`src/rtl/trm_pkg.sv`:
```
// ----------------------------------------------------------------------------
// trm_pkg
// Shared types and constants for the tiny register machine core: opcodes,
// the decoded instruction word and the packed result word.
// ----------------------------------------------------------------------------
`default_nettype none

package trm_pkg;

    localparam int INSTR_W   = 16;
    localparam int DATA_W    = 8;
    localparam int FLD_W     = 4;
    localparam int IMM_W     = 8;
    localparam int PC_W      = 8;
    localparam int CFG_W     = 9;
    localparam int CFG_IDX_W = 1;
    localparam int Q_DEPTH   = 2;

    // field positions inside the instruction word
    localparam int OPC_LSB   = 12;
    localparam int FLD_D_LSB = 8;
    localparam int FLD_B_LSB = 4;
    localparam int FLD_A_LSB = 0;
    localparam int IMM_LSB   = 0;
    localparam int JMP_LSB   = 4;

    // configuration register indexes
    localparam logic [CFG_IDX_W-1:0] CFG_OVF_LIMIT = 1'b0;
    localparam logic [CFG_IDX_W-1:0] CFG_UNF_LIMIT = 1'b1;

    localparam logic [CFG_W-1:0] OVF_LIMIT_RST = 9'd255;
    localparam logic [CFG_W-1:0] UNF_LIMIT_RST = 9'd0;

    typedef enum logic [FLD_W-1:0] {
        OP_NOP   = 4'd0,
        OP_ADD   = 4'd1,
        OP_SUB   = 4'd2,
        OP_LOAD  = 4'd3,
        OP_LDI   = 4'd4,
        OP_STORE = 4'd5,
        OP_CMP   = 4'd6,
        OP_HALT  = 4'd7,
        OP_JMP   = 4'd8
    } t_op;

    typedef struct packed {
        t_op              op;
        logic [FLD_W-1:0] rd;
        logic [FLD_W-1:0] ra;
        logic [FLD_W-1:0] rb;
        logic [IMM_W-1:0] imm;
        logic [PC_W-1:0]  jaddr;
    } t_dec;

    // lowest bit first: next_pc, halted, equal, overflow, underflow, written
    typedef struct packed {
        logic [3:0]        pad;
        logic [DATA_W-1:0] written_value;
        logic              underflow_flag;
        logic              overflow_flag;
        logic              equal_flag;
        logic              halted;
        logic [PC_W-1:0]   next_pc;
    } t_result;

    localparam int OUT_W = $bits(t_result);

endpackage

`default_nettype wire

```
`src/rtl/trm_front.sv`:
```
// ----------------------------------------------------------------------------
// trm_front
// Accepts instruction words and decodes them into operand indexes and
// immediates for the execution side.
// ----------------------------------------------------------------------------
`default_nettype none

module trm_front (
    input  wire logic                       i_s_axis_tvalid,
    output logic                            o_s_axis_tready,
    input  wire logic [trm_pkg::INSTR_W-1:0] i_s_axis_tdata,  // instr_word
    input  wire logic                       i_q_full,
    output logic                            o_q_push,
    output trm_pkg::t_dec                   o_q_item
);
    import trm_pkg::*;

    logic [FLD_W-1:0] raw_op;
    t_op              op;

    assign o_s_axis_tready = !i_q_full;
    assign o_q_push        = i_s_axis_tvalid && !i_q_full;
    assign raw_op          = i_s_axis_tdata[OPC_LSB +: FLD_W];

    always_comb begin
        // undefined opcodes fold into nop
        if (raw_op > FLD_W'(OP_JMP)) begin
            op = OP_NOP;
        end else begin
            op = t_op'(raw_op);
        end
        o_q_item.op    = op;
        o_q_item.rd    = i_s_axis_tdata[FLD_D_LSB +: FLD_W];
        o_q_item.ra    = (op == OP_CMP || op == OP_STORE)
                       ? i_s_axis_tdata[FLD_D_LSB +: FLD_W]
                       : i_s_axis_tdata[FLD_A_LSB +: FLD_W];
        o_q_item.rb    = i_s_axis_tdata[FLD_B_LSB +: FLD_W];
        o_q_item.imm   = i_s_axis_tdata[IMM_LSB +: IMM_W];
        o_q_item.jaddr = i_s_axis_tdata[JMP_LSB +: PC_W];
    end

endmodule

`default_nettype wire

```
`src/rtl/trm_queue.sv`:
```
// ----------------------------------------------------------------------------
// trm_queue
// Short queue of decoded words between the front and the execution side.
// ----------------------------------------------------------------------------
`default_nettype none

module trm_queue (
    input  wire logic    i_clk,
    input  wire logic    i_rst_n,
    input  wire logic    i_push,
    input  trm_pkg::t_dec i_item,
    output logic         o_full,
    input  wire logic    i_pop,
    output logic         o_valid,
    output trm_pkg::t_dec o_item
);
    import trm_pkg::*;

    localparam int PTR_W = $clog2(Q_DEPTH);
    localparam int CNT_W = $clog2(Q_DEPTH + 1);

    t_dec             r_mem [Q_DEPTH];
    logic [PTR_W-1:0] r_wr_ptr, n_wr_ptr;
    logic [PTR_W-1:0] r_rd_ptr, n_rd_ptr;
    logic [CNT_W-1:0] r_count, n_count;
    logic             do_pop;

    assign o_full  = (r_count == CNT_W'(Q_DEPTH));
    assign o_valid = (r_count != '0);
    assign o_item  = r_mem[r_rd_ptr];
    assign do_pop  = i_pop && o_valid;

    always_comb begin
        n_wr_ptr = i_push ? PTR_W'(r_wr_ptr + 1'b1) : r_wr_ptr;
        n_rd_ptr = do_pop ? PTR_W'(r_rd_ptr + 1'b1) : r_rd_ptr;
        case ({i_push, do_pop})
            2'b10:   n_count = CNT_W'(r_count + 1'b1);
            2'b01:   n_count = CNT_W'(r_count - 1'b1);
            default: n_count = r_count;
        endcase
    end

    always_ff @(posedge i_clk) begin
        if (!i_rst_n) begin
            r_wr_ptr <= '0;
            r_rd_ptr <= '0;
            r_count  <= '0;
        end else begin
            r_wr_ptr <= n_wr_ptr;
            r_rd_ptr <= n_rd_ptr;
            r_count  <= n_count;
        end
    end

    always_ff @(posedge i_clk) begin
        if (i_push) begin
            r_mem[r_wr_ptr] <= i_item;
        end
    end

endmodule

`default_nettype wire

```
`src/rtl/trm_back.sv`:
```
// ----------------------------------------------------------------------------
// trm_back
// Execution side: operand read stage with bypass from the executing word,
// then execute into the output register, updating pc, flags, bank and memory.
// ----------------------------------------------------------------------------
`default_nettype none

module trm_back #(
    parameter int NUM_REGS  = 16,
    parameter int MEM_DEPTH = 256
) (
    input  wire logic                         i_clk,
    input  wire logic                         i_rst_n,
    input  wire logic                         i_cfg_we,
    input  wire logic [trm_pkg::CFG_IDX_W-1:0] i_cfg_idx,
    input  wire logic [trm_pkg::CFG_W-1:0]     i_cfg_data,
    input  wire logic                         i_q_valid,
    input  trm_pkg::t_dec                      i_q_item,
    output logic                              o_q_pop,
    output logic                              o_m_axis_tvalid,
    input  wire logic                         i_m_axis_tready,
    output trm_pkg::t_result                   o_result
);
    import trm_pkg::*;

    localparam int RIDX_W = $clog2(NUM_REGS);
    localparam int MIDX_W = $clog2(MEM_DEPTH);

    // register bank and data memory, entries read as zero until written
    logic [DATA_W-1:0]    r_bank [NUM_REGS];
    logic [NUM_REGS-1:0]  r_bank_vld;
    logic [DATA_W-1:0]    r_dmem [MEM_DEPTH];
    logic [MEM_DEPTH-1:0] r_dmem_vld;

    logic [CFG_W-1:0] r_ovf_lim;
    logic [CFG_W-1:0] r_unf_lim;

    // operand stage
    logic              r_s1_valid;
    t_dec              r_s1;
    logic [DATA_W-1:0] r_rda, r_rdb, r_rdm;

    // architectural state
    logic [PC_W-1:0] r_pc, n_pc;
    logic            r_halt, n_halt;
    logic            r_eq, n_eq;
    logic            r_ovf, n_ovf;
    logic            r_unf, n_unf;

    logic    r_out_valid;
    t_result r_result;

    logic s1_move, s1_load;
    logic ra_ok, rb_ok, rm_ok, rd_ok, st_ok;
    logic [RIDX_W-1:0] ra_idx, rb_idx;
    logic [MIDX_W-1:0] rm_idx;

    logic [DATA_W:0]     sum;
    logic signed [DATA_W+1:0] diff;
    logic signed [DATA_W+1:0] unf_lim_ext;
    logic [PC_W-1:0]     pc_base;
    logic [DATA_W-1:0]   x_wdata;
    logic                reg_wr, mem_wr;
    logic                x_reg_we, x_mem_we;

    assign s1_move = r_s1_valid && (!r_out_valid || i_m_axis_tready);
    assign s1_load = i_q_valid && (!r_s1_valid || s1_move);
    assign o_q_pop = s1_load;

    assign ra_ok  = 32'(i_q_item.ra) < NUM_REGS;
    assign rb_ok  = 32'(i_q_item.rb) < NUM_REGS;
    assign rm_ok  = 32'(i_q_item.imm) < MEM_DEPTH;
    assign ra_idx = i_q_item.ra[RIDX_W-1:0];
    assign rb_idx = i_q_item.rb[RIDX_W-1:0];
    assign rm_idx = i_q_item.imm[MIDX_W-1:0];

    assign rd_ok  = 32'(r_s1.rd) < NUM_REGS;
    assign st_ok  = 32'(r_s1.imm) < MEM_DEPTH;

    assign unf_lim_ext = $signed({r_unf_lim[CFG_W-1], r_unf_lim});

    always_comb begin
        sum     = {1'b0, r_rda} + {1'b0, r_rdb};
        diff    = $signed({2'b00, r_rda}) - $signed({2'b00, r_rdb});
        n_halt  = r_halt;
        n_eq    = r_eq;
        n_ovf   = r_ovf;
        n_unf   = r_unf;
        pc_base = r_pc;
        n_pc    = r_pc;
        x_wdata = '0;
        reg_wr  = 1'b0;
        mem_wr  = 1'b0;
        if (!r_halt) begin
            unique case (r_s1.op)
                OP_ADD: begin
                    x_wdata = sum[DATA_W-1:0];
                    reg_wr  = 1'b1;
                    if (sum > r_ovf_lim) begin
                        n_ovf = 1'b1;
                    end
                end
                OP_SUB: begin
                    x_wdata = diff[DATA_W-1:0];
                    reg_wr  = 1'b1;
                    if (diff < unf_lim_ext) begin
                        n_unf = 1'b1;
                    end
                end
                OP_LOAD: begin
                    x_wdata = r_rdm;
                    reg_wr  = 1'b1;
                end
                OP_LDI: begin
                    x_wdata = r_s1.imm;
                    reg_wr  = 1'b1;
                end
                OP_STORE: begin
                    x_wdata = r_rda;
                    mem_wr  = 1'b1;
                end
                OP_CMP:  n_eq    = (r_rda == r_rdb);
                OP_HALT: n_halt  = 1'b1;
                OP_JMP:  pc_base = r_s1.jaddr;
                default: ;
            endcase
            n_pc = PC_W'(pc_base + 1'b1);
        end
    end

    assign x_reg_we = s1_move && reg_wr && rd_ok;
    assign x_mem_we = s1_move && mem_wr && st_ok;

    // operand reads, bypassing the word that executes on the same edge
    always_ff @(posedge i_clk) begin
        if (s1_load) begin
            r_s1 <= i_q_item;
            if (x_reg_we && r_s1.rd == i_q_item.ra) begin
                r_rda <= x_wdata;
            end else if (ra_ok && r_bank_vld[ra_idx]) begin
                r_rda <= r_bank[ra_idx];
            end else begin
                r_rda <= '0;
            end
            if (x_reg_we && r_s1.rd == i_q_item.rb) begin
                r_rdb <= x_wdata;
            end else if (rb_ok && r_bank_vld[rb_idx]) begin
                r_rdb <= r_bank[rb_idx];
            end else begin
                r_rdb <= '0;
            end
            if (x_mem_we && r_s1.imm == i_q_item.imm) begin
                r_rdm <= x_wdata;
            end else if (rm_ok && r_dmem_vld[rm_idx]) begin
                r_rdm <= r_dmem[rm_idx];
            end else begin
                r_rdm <= '0;
            end
        end
        if (x_reg_we) begin
            r_bank[r_s1.rd[RIDX_W-1:0]] <= x_wdata;
        end
        if (x_mem_we) begin
            r_dmem[r_s1.imm[MIDX_W-1:0]] <= x_wdata;
        end
        if (s1_move) begin
            r_result.pad            <= '0;
            r_result.written_value  <= x_wdata;
            r_result.underflow_flag <= n_unf;
            r_result.overflow_flag  <= n_ovf;
            r_result.equal_flag     <= n_eq;
            r_result.halted         <= n_halt;
            r_result.next_pc        <= n_pc;
        end
    end

    always_ff @(posedge i_clk) begin
        if (!i_rst_n) begin
            r_bank_vld  <= '0;
            r_dmem_vld  <= '0;
            r_ovf_lim   <= OVF_LIMIT_RST;
            r_unf_lim   <= UNF_LIMIT_RST;
            r_s1_valid  <= 1'b0;
            r_out_valid <= 1'b0;
            r_pc        <= '0;
            r_halt      <= 1'b0;
            r_eq        <= 1'b0;
            r_ovf       <= 1'b0;
            r_unf       <= 1'b0;
        end else begin
            if (x_reg_we) begin
                r_bank_vld[r_s1.rd[RIDX_W-1:0]] <= 1'b1;
            end
            if (x_mem_we) begin
                r_dmem_vld[r_s1.imm[MIDX_W-1:0]] <= 1'b1;
            end
            if (i_cfg_we) begin
                if (i_cfg_idx == CFG_OVF_LIMIT) begin
                    r_ovf_lim <= i_cfg_data;
                end
                if (i_cfg_idx == CFG_UNF_LIMIT) begin
                    r_unf_lim <= i_cfg_data;
                end
            end
            if (s1_load) begin
                r_s1_valid <= 1'b1;
            end else if (s1_move) begin
                r_s1_valid <= 1'b0;
            end
            if (s1_move) begin
                r_out_valid <= 1'b1;
                r_pc        <= n_pc;
                r_halt      <= n_halt;
                r_eq        <= n_eq;
                r_ovf       <= n_ovf;
                r_unf       <= n_unf;
            end else if (i_m_axis_tready) begin
                r_out_valid <= 1'b0;
            end
        end
    end

    assign o_m_axis_tvalid = r_out_valid;
    assign o_result        = r_result;

    a_halt_sticky: assert property (@(posedge i_clk) disable iff (!i_rst_n)
        r_halt |=> r_halt)
        else $error("halt flag cleared without reset");

    a_no_write_halted: assert property (@(posedge i_clk) disable iff (!i_rst_n)
        r_halt |-> (!x_reg_we && !x_mem_we))
        else $error("state written while halted");

    a_exec_fills_out: assert property (@(posedge i_clk) disable iff (!i_rst_n)
        s1_move |=> r_out_valid)
        else $error("executed word did not reach the output register");

    a_pc_step: assert property (@(posedge i_clk) disable iff (!i_rst_n)
        (s1_move && !r_halt && r_s1.op != OP_JMP) |=> r_pc == PC_W'($past(r_pc) + 1'b1))
        else $error("program counter did not advance by one");

endmodule

`default_nettype wire

```
`src/rtl/tiny_register_machine_core.sv`:
```
// ----------------------------------------------------------------------------
// tiny_register_machine_core
// Executes one 16-bit instruction word per input word and returns the
// machine status after it as one output word.
//
// Input stream: tdata carries the instruction word. Output stream: one word
// per input word, in order, with next_pc, the halt/equal/overflow/underflow
// flags and the value written by the instruction (zero if none).
// Configuration: i_cfg_we writes i_cfg_data into register i_cfg_idx
// (0 overflow limit, 1 underflow limit); write only while the core is idle.
// Each accepted word passes through the queue, the operand read register and
// the output register. Throughput: one instruction per cycle unless the
// receiver stalls; a read-after-write on the register bank or data memory
// is bypassed from the executing word, so no bubbles.
// Reset clears the registers, data memory (per-entry valid bits), program
// counter and flags, sets the limits to 255 and 0 and then accepts input.
// When the receiver stalls, the output register holds its word, the operand
// stage and the two-entry queue fill, and then tready drops.
// ----------------------------------------------------------------------------
`default_nettype none

module tiny_register_machine_core #(
    parameter int NUM_REGS  = 16,
    parameter int MEM_DEPTH = 256
) (
    input  wire logic                          i_clk,
    input  wire logic                          i_rst_n,
    input  wire logic                          i_cfg_we,
    input  wire logic [trm_pkg::CFG_IDX_W-1:0]  i_cfg_idx,
    input  wire logic [trm_pkg::CFG_W-1:0]      i_cfg_data,
    input  wire logic                          i_s_axis_tvalid,
    output logic                               o_s_axis_tready,
    // instr_word
    input  wire logic [trm_pkg::INSTR_W-1:0]    i_s_axis_tdata,
    output logic                               o_m_axis_tvalid,
    input  wire logic                          i_m_axis_tready,
    // next_pc, halted, equal_flag, overflow_flag, underflow_flag,
    // written_value, zero fill
    output logic [trm_pkg::OUT_W-1:0]           o_m_axis_tdata
);
    import trm_pkg::*;

    logic    q_push, q_full, q_pop, q_valid;
    t_dec    push_item, head_item;
    t_result result;

    trm_front u_front (
        .i_s_axis_tvalid (i_s_axis_tvalid),
        .o_s_axis_tready (o_s_axis_tready),
        .i_s_axis_tdata  (i_s_axis_tdata),
        .i_q_full        (q_full),
        .o_q_push        (q_push),
        .o_q_item        (push_item)
    );

    trm_queue u_queue (
        .i_clk   (i_clk),
        .i_rst_n (i_rst_n),
        .i_push  (q_push),
        .i_item  (push_item),
        .o_full  (q_full),
        .i_pop   (q_pop),
        .o_valid (q_valid),
        .o_item  (head_item)
    );

    trm_back #(
        .NUM_REGS  (NUM_REGS),
        .MEM_DEPTH (MEM_DEPTH)
    ) u_back (
        .i_clk           (i_clk),
        .i_rst_n         (i_rst_n),
        .i_cfg_we        (i_cfg_we),
        .i_cfg_idx       (i_cfg_idx),
        .i_cfg_data      (i_cfg_data),
        .i_q_valid       (q_valid),
        .i_q_item        (head_item),
        .o_q_pop         (q_pop),
        .o_m_axis_tvalid (o_m_axis_tvalid),
        .i_m_axis_tready (i_m_axis_tready),
        .o_result        (result)
    );

    assign o_m_axis_tdata = result;

endmodule

`default_nettype wire
```
`config.mk`:
```
export PLATFORM = sky130hd
export DESIGN_NAME = tiny_register_machine_core
export DESIGN_NICKNAME = d
export VERILOG_FILES = /design/src/rtl/trm_pkg.sv /design/src/rtl/trm_front.sv /design/src/rtl/trm_queue.sv /design/src/rtl/trm_back.sv /design/src/rtl/tiny_register_machine_core.sv
export SDC_FILE = /design/constraint.sdc
export NUM_CORES = 2
export LEC_CHECK = 0
export ABC_CLOCK_PERIOD_IN_PS = 8400
export BUFFER_PORTS_ARGS = -buffer_cell sky130_fd_sc_hd__buf_2
export CELL_PAD_IN_SITES_DETAIL_PLACEMENT = 1
export CELL_PAD_IN_SITES_GLOBAL_PLACEMENT = 2
export CORE_AREA = 2 2 488 490
export CTS_BUF_LIST = sky130_fd_sc_hd__clkbuf_16
export DETAILED_ROUTE_END_ITERATION = 12
export DIE_AREA = 0 0 490 492
export PLACE_DENSITY_LB_ADDON = 0.1
export SLEW_MARGIN = 20
export SYNTH_ARGS = -nofsm -noshare
export SYNTH_HDL_FRONTEND = slang
export SYNTH_SLANG_ARGS = --single-unit
```
`constraint.sdc`:
```
create_clock -name i_clk -period 8.4 [get_ports i_clk]
set_clock_uncertainty 0.15 [all_clocks]
set_input_delay 1.68 -clock i_clk [delete_from_list [all_inputs] [get_ports i_clk]]
set_output_delay 1.68 -clock i_clk [all_outputs]
set_load 0.01 [all_outputs]
```
==> key figures <==
Die
  – Die Wd: between 400 and 500 µm
  – Core box area: 236000 µm²
  – Chip height: between 400 and 500 µm
  – Die area: 241000 µm²
  – Row count: between 150 and 200
  – Initial Util: between 40% and 50%
  – I/O Pins: 57

Yosys
  – Synth cell types: about 80
  – Mapped Area: 106000 µm²
  – Top post-synthesis cells by count: edfxtp_1, nand2_1, nand3_1
  – Most common cell in the netlist: edfxtp_1
  – Synth top area share: about 65%
  – Leading area contributor after synthesis: edfxtp_1
  – Synth Instances: 8415
  – Post-synthesis sequential element count: 2585
  – Share of flip-flops with an asynchronous set or reset: 0%
  – Top FF cell, synth: edfxtp_1
  – Number of synthesized flops with an enable pin: between 2000 and 2500
  – Warnings from Yosys: 0
  – Synthesized area per cell: between 10 and 15 µm²
  – Sequential-to-total area share from yosys stat: a little over two thirds
  – Top post-synthesis cells by area: edfxtp_1, nand2_1, dfxtp_1, nand3_1, mux2i_1

Route
  – Drt first pass iters: 6
  – DRC: 0
  – Post-DR wirelength/cell: 31.9 µm
  – Final wirelength: roughly 380 mm
  – 1st-iter DRT viols: around 8200
  – Via count: 71900
  – ANT nets after route: 0
  – Vias per cell: 6.09

Timing
  – Final setup violation count: 0
  – Slew @ Worst Pin: between 1 and 1.5 ns
  – Final slew viol count: 0
  – Setup TNS: 0 ns
  – Post-route minimum period: roughly 6.1 ns
  – Max-Slew Margin vs Limit: around an eighth
  – Hold Vio Cnt, Final: 0
  – Fmax: 0.164 GHz
  – RSZ-0062 raised after global routing: no
  – Fin crit share: 72.5%

Clocking
  – Post-CTS Resized: 0
  – Number of clock sinks: 2585
  – CTS tree: built
  – CTS Buf Count: 298
  – Hold buffer count at CTS: 0
  – Clock transition at the registers of the reported paths: 0.06 ns
  – Clk Latency, worst-skew pair: around 0.93 ns
  – Clock Path Buffers: 4
  – Buffers inserted by post-CTS timing repair: 0
  – H-tree depth: 5
  – Clock tree root driver cell: clkbuf_16

Critical path
  – R2r endpoint: u_back.r_rdm[7]
  – Crit path to: u_back.r_rdm[7]
  – Setup crit start kind: flip-flop
  – Critical path arrival: ~6.6 ns
  – Worst EP required: 8.88 ns
  – Crit Path Max Fanout: 50
  – Register-to-Register Path Depth: 12
  – R2R setup slack: 2.31 ns
  – Element type at the critical path end: flip-flop
  – WS Path Type: reg -> reg

Place
  – DP Wirelength: between 200 and 250 mm
  – IO buf count: 52
  – RePlAce Congestion: 0.843

GRT
  – Largest net degree at the start of global routing: 213
  – Total GRT Usage: slightly above 30%
  – First-pass GRT wire length: about 540 mm
  – Vias in the first global route: 72000
  – GRT overflow: 0
  – Antenna violations before repair: 32

Cells and area
  – Nets: around 8500
  – Layout cells sized above 1: 9.10%
  – Core Util, Final: 50.2%
  – Area Growth Syn to Fin: 12.4%

Power and ir drop
  – Peak VDD IR: 215 µV
  – Static leakage: between 0.04 and 0.05 µW
  – Pwr Density: between 300 and 400 nW/µm²

Run
  – # Max-Cap Violations: 0

Worst hold path
  – Worst hold path type: reg -> reg

Outcome
  – Status: complete, no violations
cells in the final DEF (no fill, tap or decap), drive strengths merged, types with 104 or more instances in the layout:
master and instances:
a21oi 247, a31oi 130, buf 242, clkbuf 308
clkinv 113, dfxtp 309, edfxtp 2276, inv 134
mux2i 278, nand2 2024, nand3 854, nor2 636
o21a 131, o21ai 104
final cells by class:
cell class | count | area [µm²]
diodes | 8 | 20.0
clock buffers | 308 | 7710
clock inverters | 221 | 1490
fillers | 23700 | 118000
inverters | 55 | 329
multi-input cells | 5224 | 28400
flip-flops and latches | 2585 | 74500
well taps | 3167 | 3960
repair buffers | 242 | 2170
power by group:
group	switching (µW)	internal [µW]	total [µW]
Clock	5230	7220	12500
Combinational	8620	2730	11300
Sequential	256	15100	15400
Total	14100	25100	39200
state kept, by name (all words and copies together), names as in the netlist, 2 cells and up, named ones only:
name and count:
u_back.r_pc 8, u_back.r_rdm 8, u_queue.r_count 2, u_back.r_s1 16
u_back.o_result 20, u_back.r_bank 128, u_back.r_ovf_lim 9, u_back.r_rdb 8
u_back.r_bank_vld 16, u_back.r_dmem_vld 256, u_back.r_dmem 2048, u_back.r_unf_lim 9
u_back.r_rda 8, u_queue.r_mem 40
layer usage:
metal / part of all wire (%) / vias up / GRT usage, %
li1: - / 30800 / -
met1: 43 / 37500 / 43.6
met2: 46 / 2911 / 48.6
met3: 7.5 / 643 / 4.72
met4: 3.5 / 10 / 10.1
met5: 0.017 / - / 0
worst max-delay path, cell delays in order, from the launching register on:
cell and delay, ns:
dfxtp_2 0.65, buf_4 0.49, mux2i_4 0.70, buf_12 0.46, buf_4 0.54, xnor2_1 0.15
nor4_1 0.23, nand4b_1 0.78, nand3_1 0.48, a21oi_1 0.16, a31oi_2 0.56, a31o_2 0.26
o21ai_0 0.10
metrics by stage:
stage                     instance area, µm²  power [µW]  setup WS [ns]  hold WS, ns  std cells
after floorplan                       106000       21700           2.37        0.282       8418
after global placement                109000       26700           2.28        0.294      11300
after detailed placement              109000       26800           2.22        0.302      11300
after CTS                             119000       39200           2.45        0.315      11800
after global routing                  119000       40300           2.20        0.327      11800
final                                 119000       39200           2.31        0.313      11800
cells by family (layout without fill, tap and decap cells):
family	Yosys count	count (layout)	synth area share, %
buffers and inverters	609	826	2.83
AND/OR/NAND/NOR	3761	3761	15.0
multiplexers	363	363	4.28
other	1	12	0.00355
XOR/XNOR	33	33	0.274
AO/OA/AOI/OAI	1026	1026	6.59
adder cells (fa/ha/maj)	37	37	0.453
flip-flops	2585	2585	70.6
how the worst min path moves through the flow:
stage / start / to / slack [ns] / depth (start not counted)
after floorplan: u_back.r_ovf / u_back.r_ovf / 0.28 / 1
after global placement: u_back.r_ovf / u_back.r_ovf / 0.29 / 1
after detailed placement: u_back.r_dmem_vld[222] / u_back.r_dmem_vld[222] / 0.30 / 1
after CTS: u_back.r_dmem_vld[209] / u_back.r_dmem_vld[209] / 0.32 / 1
after global routing: u_back.r_dmem_vld[224] / u_back.r_dmem_vld[224] / 0.33 / 1
final: u_back.r_dmem_vld[247] / u_back.r_dmem_vld[247] / 0.31 / 1
(Power assumes the default switching activity.)
